==> src/design/gha_pkg.sv <==
// ----------------------------------------------------------------------------
// Generational handle allocator package
// Shared widths, operation and status codes, and the pipeline item types.
// ----------------------------------------------------------------------------
package gha_pkg;

  // Pool geometry, fixed by the handle field widths.
  localparam int unsigned SLOTS = 256;
  localparam int unsigned IDX_W = 8;
  localparam int unsigned GEN_W = 8;
  localparam int unsigned CNT_W = IDX_W + 1;
  localparam int unsigned ST_W  = 3;

  // Operation codes carried in the input tuser.
  typedef enum logic [1:0] {
    FUNC_ALLOC   = 2'd0,
    FUNC_RELEASE = 2'd1,
    FUNC_LOOKUP  = 2'd2,
    FUNC_RSVD    = 2'd3
  } func_e;

  // Result status codes carried in the output tuser.
  typedef enum logic [ST_W-1:0] {
    ST_OK        = 3'd0,
    ST_EXHAUSTED = 3'd1,
    ST_STALE     = 3'd2,
    ST_RANGE     = 3'd3,
    ST_FULL      = 3'd4
  } status_e;

  // What the pipeline does with an accepted item.
  typedef enum logic [2:0] {
    ACT_ERR,
    ACT_ALLOC_FRESH,
    ACT_ALLOC_QUEUE,
    ACT_RELEASE,
    ACT_LOOKUP
  } act_e;

  // Payload of one item in flight.
  typedef struct packed {
    act_e             act;
    logic [IDX_W-1:0] slot;
    logic [GEN_W-1:0] gen;
    status_e          status;
  } item_t;

  // Write request into the generation table.
  typedef struct packed {
    logic             valid;
    logic [IDX_W-1:0] addr;
    logic [GEN_W-1:0] gen;
  } gen_wr_t;

endpackage

==> src/design/gha_gen_table.sv <==
// ----------------------------------------------------------------------------
// Generation table
// One generation per slot in a memory with a registered read, per-slot valid
// flags that make unwritten slots read as zero, and forwarding of the write
// made at the same edge as the read.
// ----------------------------------------------------------------------------
module gha_gen_table (
  input  logic                        clk_i,
  input  logic                        rst_ni,
  input  logic                        en_i,
  input  logic                        clear_i,
  input  logic [gha_pkg::IDX_W-1:0]   rd_addr_i,
  input  gha_pkg::gen_wr_t            wr_i,
  output logic [gha_pkg::GEN_W-1:0]   cur_gen_o
);

  logic [gha_pkg::GEN_W-1:0] mem [gha_pkg::SLOTS];
  logic [gha_pkg::SLOTS-1:0] vld_q;

  logic [gha_pkg::GEN_W-1:0] rd_q;
  logic [gha_pkg::IDX_W-1:0] rd_addr_q;
  logic                      rd_vld_q;
  logic [gha_pkg::IDX_W-1:0] fwd_addr_q;
  logic [gha_pkg::GEN_W-1:0] fwd_gen_q;
  logic                      fwd_vld_q;

  // Memory write and registered read.
  always_ff @(posedge clk_i) begin
    if (wr_i.valid) begin
      mem[wr_i.addr] <= wr_i.gen;
    end
    if (en_i) begin
      rd_q       <= mem[rd_addr_i];
      rd_addr_q  <= rd_addr_i;
      fwd_addr_q <= wr_i.addr;
      fwd_gen_q  <= wr_i.gen;
    end
  end

  // Valid flags and control side of the read and forwarding registers.
  always_ff @(posedge clk_i or negedge rst_ni) begin
    if (!rst_ni) begin
      vld_q     <= '0;
      rd_vld_q  <= 1'b0;
      fwd_vld_q <= 1'b0;
    end else if (clear_i) begin
      vld_q     <= '0;
      rd_vld_q  <= 1'b0;
      fwd_vld_q <= 1'b0;
    end else begin
      if (wr_i.valid) begin
        vld_q[wr_i.addr] <= 1'b1;
      end
      if (en_i) begin
        rd_vld_q  <= vld_q[rd_addr_i];
        fwd_vld_q <= wr_i.valid;
      end
    end
  end

  // A write at the read edge is not in the read data, so take it from the
  // forwarding register; a never-written slot reads as zero.
  always_comb begin
    if (fwd_vld_q && (fwd_addr_q == rd_addr_q)) begin
      cur_gen_o = fwd_gen_q;
    end else if (rd_vld_q) begin
      cur_gen_o = rd_q;
    end else begin
      cur_gen_o = '0;
    end
  end

endmodule

==> config.mk <==
export PLATFORM = sky130hd
export DESIGN_NAME = gha_gen_table
export DESIGN_NICKNAME = d
export VERILOG_FILES = /design/src/design/gha_pkg.sv /design/src/design/gha_gen_table.sv
export SDC_FILE = /design/constraint.sdc
export NUM_CORES = 2
export LEC_CHECK = 0
export ABC_AREA = 1
export BUFFER_PORTS_ARGS = -buffer_cell sky130_fd_sc_hd__clkbuf_2
export CAP_MARGIN = 20
export CORE_ASPECT_RATIO = 0.5
export CORE_MARGIN = 2
export CORE_UTILIZATION = 41
export DETAILED_ROUTE_END_ITERATION = 10
export SLEW_MARGIN = 20
export SYNTH_ARGS = -nofsm -noshare
export SYNTH_HDL_FRONTEND = slang
export SYNTH_SLANG_ARGS = --single-unit
export TNS_END_PERCENT = 5
==> constraint.sdc <==
create_clock -name clk_i -period 1.61 [get_ports clk_i]
set_input_delay 0.0805 -clock clk_i [delete_from_list [all_inputs] [get_ports clk_i]]
set_output_delay 0.0805 -clock clk_i [all_outputs]
set_load 0.005 [all_outputs]
# After elaboration in Yosys (flattened, before gate mapping)
# Memories as Yosys holds them, arrays and structs flattened. A register that Yosys moved wholly into a read port is not among the register bits.
# Index checks and enable logic that the tools add are counted.
# W data, S select, Z words.
[totals]
wordCells = 30
in_bits = 29
ram_bits = 2048
memories = 1
out_inout_bits = 8
ff_bits = 282
[classes]
n_reduce_logical = 4
eq_ne = 1
n_bitwise = 1
n_mux = 14
n_lt_le_gt_ge = 3
[mem_list]
columns = ["name", "depth", "width", "rd", "rd_clocked_by_memory_dff", "wr", "line", "rtl"]
rows = [
  ["mem", 256, 8, 1, 1, 1, "gha_gen_table.sv:17", "logic [gha_pkg::GEN_W-1:0] mem [gha_pkg::SLOTS];"],
]
[ops]
columns = ["cell", "n"]
rows = [
  ["$mux W256", 2],
  ["$or A256 B256 Y256", 1],
  ["$lt A8 B9 Y1 const B", 2],
  ["$mux W8", 2],
  ["$bmux W1 S8", 1],
  ["$demux W1 S8", 1],
  ["$eq A8 B8 Y1", 1],
  ["$ge A8 B1 Y1 const B", 1],
  ["$mux W1", 8],
  ["$reduce_bool A2 Y1", 2],
  ["$logic_and A1 B1 Y1", 2],
]

# Longest topological paths before layout
[depth]
word_depth = 7
ltp_mapped = 16
mapped_depth_nobuf = 13

# Worst setup path after synthesis
# Ideal clock, no wire load.
[synth_path]
path_kind = "input -> register"
startpoint = "in rd_addr_i[0] in the netlist's numbering"
endpoint = "reg rd_q[1] in the netlist's numbering (read register of mem), data pin"
path_stages = 15
slack_ps = -14
n_path_buf = 5
arrival_ps = 1370
t_required_ps = 1356
setup_time_ps = 254
path_cell_list = "buf_6 buf_6 buf_8 buf_8 buf_4 nor2_1 o22ai_1 nand2_1 nand3_1 nand3_1 nand3_1 nand3_1 nand2_1 nand2_1 nand2_1"
[synth_lines]
columns = ["item", "line", "rtl"]
rows = [
  ["from (decl)", "gha_gen_table.sv:12", "input logic [gha_pkg::IDX_W-1:0] rd_addr_i,"],
  ["to (decl)", "gha_gen_table.sv:20", "logic [gha_pkg::GEN_W-1:0] rd_q;"],
]

# Final worst setup path
[layout_path]
startpoint = "reg rd_addr_q[0] in the netlist's numbering"
endpoint = "out cur_gen_o[3] in the netlist's numbering"
[layout_between]
elab_chain_cells = 3
[layout_rtl]
columns = ["item", "line", "rtl"]
rows = [
  ["from (decl)", "gha_gen_table.sv:21", "logic [gha_pkg::IDX_W-1:0] rd_addr_q;"],
  ["from (signal assigned)", "gha_gen_table.sv:34", "rd_addr_q <= rd_addr_i;"],
  ["$eq A8 B8 Y1", "gha_gen_table.sv:64", "if (fwd_vld_q && (fwd_addr_q == rd_addr_q)) begin"],
  ["$logic_and A1 B1 Y1", "gha_gen_table.sv:64", ""],
  ["$mux W8", "gha_gen_table.sv:64", ""],
  ["to (decl)", "gha_gen_table.sv:14", "output logic [gha_pkg::GEN_W-1:0] cur_gen_o"],
]
# Every way passes these cells.

==> impl_metrics.csv <==
group,metric,value,unit
floorplanning,rows,124,
logic_synthesis,synthFlopType,"sky130_fd_sc_hd__edfxtp_1",
global_routing,remaining_global_route_overflow,0,
detailed_routing,drt_wl_total,282,mm
logic_synthesis,synthesis.area_per_instance,11.8,µm²
sta,min_period,2.55,ns
logic_synthesis,yosysWarnings,0,
clocking,clock_transition_at_the_register_clock_pins_on_the_worst_setup_and_hold_paths_after_cts,0.07,ns
detailed_routing,post-route-drc-count,0,
floorplanning,pin_count,37,
clocking,cts_tree,"yes",
logic_synthesis,netlist_area,94000,µm²
pwr,p_leak,39.8,nW
global_routing,largest_net_degree_at_the_start_of_global_routing,132,
floorplanning,die_y,343,µm
setup_path,cp-start-kind,"flip-flop",
clocking,number_of_buffers_on_the_longest_clock_path,4,
logic_synthesis,synth_top_area_share,66.4,%
sta,rsz0062_at_grt,"yes",
global_routing,grtUsageMet3,4.46,%
global_routing,grtUsageMet1,34.4,%
floorplanning,core_region_area,228000,µm²
outcome,violations,"setup timing",
setup_path,crit_path_max_fanout,16,
sta,max_slew_margin,47.3,%
logic_synthesis,synth.ff_latch_count,2338,
logic_synthesis,post-synth-top-area-cell,"sky130_fd_sc_hd__edfxtp_1",
floorplanning,floorplan.initialDensity,41.2,%
setup_path,r2r_depth,10,
global_routing,via_count_of_the_first_global_routing_pass,62600,
global_routing,grt_first_pass_wirelength,414,mm
global_routing,grt.met2_usage,36.5,%
clocking,clk_root_buffer_cell,"sky130_fd_sc_hd__clkbuf_16",
floorplanning,width_of_the_chip,681,µm
detailed_routing,routed_wire_length_per_instance,23.8,µm
logic_synthesis,synth_edf_count,2080,
layout,fin_nets,8618,
clocking,cts_max_level,4,
place,placed_cells_incl_taps,11400,
layout,seq_area,68900,µm²
setup_path,crit_arrival,2.47,ns
logic_synthesis,mappedNetlistNets,7995,
detailed_routing,antenna_left,0,
detailed_routing,drt_pre_antenna_iters,6,
logic_synthesis,netlist_top_cells_count,"sky130_fd_sc_hd__edfxtp_1 (2080), sky130_fd_sc_hd__nor2_1 (1823), sky130_fd_sc_hd__o21ai_0 (995)",
sta,min_period_over_period,159,%
logic_synthesis,syn_inst,7966,
detailed_routing,viasPerCell,5.59,
flow_run,drv.max_cap_violation_count,0,
layout,multi_input_comb_area,22800,µm²
clocking,tritoncts_num_sinks,2338,
setup_path,start_to_end_type_of_the_worst_setup_path,"reg -> out",
global_routing,grt_use_total,23.6,%
worst_hold_path,hold_path_class,"in -> reg",
global_routing,grt_antenna_before_repair,5,
logic_synthesis,synthDistinctLibCells,26,
logic_synthesis,post-synth-top-count-cell,"sky130_fd_sc_hd__edfxtp_1",
floorplanning,floorplan.die_area,233000,µm²
worst_hold_path,min_delay_path_depth,2,
outcome,status,"complete, but fails checks",
logic_synthesis,synthTopCellsByArea,"sky130_fd_sc_hd__edfxtp_1 (66%), sky130_fd_sc_hd__nor2_1 (7.3%), sky130_fd_sc_hd__dfrtp_1 (6.9%)",
sta,timing.final.ws_setup,-0.942,ns
clocking,worstSkewPairLatency,0.87,ns
place,portBuffers,36,
layout,postLayoutCoreUtil,49.5,%
layout,layout.cells.non_filler,11900,
global_routing,globalRoute.busiestLayer,"met2",
sta,finalHoldViolations,0,
layout,post_route_cells_drive_above_1_share,15.5,%
sta,final-max-slew-violation-count,0,
layout,filler_cell_count,19800,
sta,finalClockSkew,0.0826,ns
detailed_routing,detailedRoute.firstIterationViolations,8791,
logic_synthesis,yosysSeqAreaShare,73.3,%
setup_path,critPathRequiredTime,1.53,ns
sta,fmax,392,MHz
clocking,cts_inserted_buffers,216,
place,hpwl,179,mm
detailed_routing,vias,66300,
setup_path,crit_path_end_kind,"primary output",
pwr,p_per_area,1140,nW/µm²
pwr,irDropWorstVdd,0.868,mV
place,gpl.final_weighted_congestion,0.878,
sta,setup_viol,17,
layout,syn2layout_area_growth,20.0,%
logic_synthesis,ffs_w_async_s_r_synth,11.0,%
clocking,buffers_inserted_during_post_cts_setup_optimization,0,
sta,tightestPinTransition,0.790,ns
## cells by family after synthesis
family	share of synthesized area (%)
flops	73.3
simple gates	14.7
buf+inv	3.09
xor+xnor	0.0559
compound gates	8.90
## worst paths after layout
kind | start | endpoint | slack [ns]
setup / recovery | rd_addr_q[0] | cur_gen_o[3] | -0.94
hold / removal | en_i | fwd_gen_q[0] | 0.08
setup reg to reg | mem[102][2] | rd_q[2] | -0.35
hold reg to reg | vld_q[95] | vld_q[95] | 0.50
max in group asynchronous | rst_ni | vld_q[189] | 0.72
min in group asynchronous | rst_ni | vld_q[2] | 0.45
## final cells by class
class | instances | area share [%]
inverters | 93 | 0.359
repair buffers | 971 | 8.62
clock inverters | 91 | 0.958
flip-flops and latches | 2338 | 61.1
well taps | 3087 | 3.42
clock buffers | 302 | 5.35
diodes | 3 | 0.00665
multi-input cells | 4969 | 20.2
## what timing repair did
action,CTS,global route
pin swaps,4,4
hold endpoints to repair,2580,0
hold buffers,28,0
endpoints found under the setup margin,17,80
resized for setup,89,61
## placed cells by master (no fill, tap or decap), types with 18 or more instances in the layout
cell type,n
sky130_fd_sc_hd__clkbuf_8,18
sky130_fd_sc_hd__clkinv_1,37
sky130_fd_sc_hd__dlygate4sd3_1,27
sky130_fd_sc_hd__clkbuf_16,222
sky130_fd_sc_hd__clkbuf_2,21
sky130_fd_sc_hd__bufinv_16,24
sky130_fd_sc_hd__nand3_4,18
sky130_fd_sc_hd__nand3_2,75
sky130_fd_sc_hd__o21ai_1,48
sky130_fd_sc_hd__buf_12,183
sky130_fd_sc_hd__nand3_1,665
sky130_fd_sc_hd__nor2_1,1819
sky130_fd_sc_hd__clkbuf_1,62
sky130_fd_sc_hd__nand2_1,830
sky130_fd_sc_hd__inv_1,75
sky130_fd_sc_hd__dfrtp_1,258
sky130_fd_sc_hd__edfxtp_1,2080
sky130_fd_sc_hd__o21ai_0,974
sky130_fd_sc_hd__o22ai_1,504
sky130_fd_sc_hd__clkinv_2,22
sky130_fd_sc_hd__buf_4,718
## flip-flops by register name (all words and copies together) (netlist names)
| register | flops |
|---|---|
| mem | 2048 |
| fwd_gen_q | 8 |
| rd_addr_q | 8 |
| rd_q | 8 |
| fwd_addr_q | 8 |
| fwd_vld_q | 1 |
| vld_q | 256 |
| rd_vld_q | 1 |
## stage by stage
step | cell area, µm² | power, W | setup TNS, ns | setup WS, ns | hold WS [ns]
floorplan | 94100 | 0.0717 | -0.00565 | -0.000947 | -0.215
global placement | 105000 | 0.0766 | -178.47 | -1.17 | -0.0194
detailed placement | 105000 | 0.0766 | -214.78 | -1.12 | -0.0104
CTS | 113000 | 0.129 | -9.77 | -0.992 | 0.0362
global route | 113000 | 0.132 | -11.39 | -1.09 | 0.0793
finish | 113000 | 0.128 | -9.36 | -0.942 | 0.0805
## per-layer routing
metal | vias to the layer above | routed length, µm
met4 | 0 | 7090
met1 | 33000 | 121000
li1 | 29800 | -
met3 | 415 | 25900
met2 | 3033 | 127000
met5 | - | 0
## critical path, cell delays in order, from the launching register on
cell and delay (ns):
sky130_fd_sc_hd__edfxtp_1 0.40, sky130_fd_sc_hd__or2_2 0.31, sky130_fd_sc_hd__nand4_1 0.08, sky130_fd_sc_hd__nor3_1 0.06, sky130_fd_sc_hd__nand3_1 0.08, sky130_fd_sc_hd__buf_6 0.19, sky130_fd_sc_hd__nand3_1 0.11, sky130_fd_sc_hd__o21ai_2 0.12
sky130_fd_sc_hd__buf_4 0.15, sky130_fd_sc_hd__clkbuf_2 0.10
## where the power goes
| group | internal, W | switching (W) |
|---|---|---|
| clock network | 0.0300 | 0.0227 |
| logic | 0.00298 | 0.00646 |
| registers | 0.0662 | 0.0000747 |
| total | 0.0992 | 0.0292 |
Power figures use the tool's default switching activity.
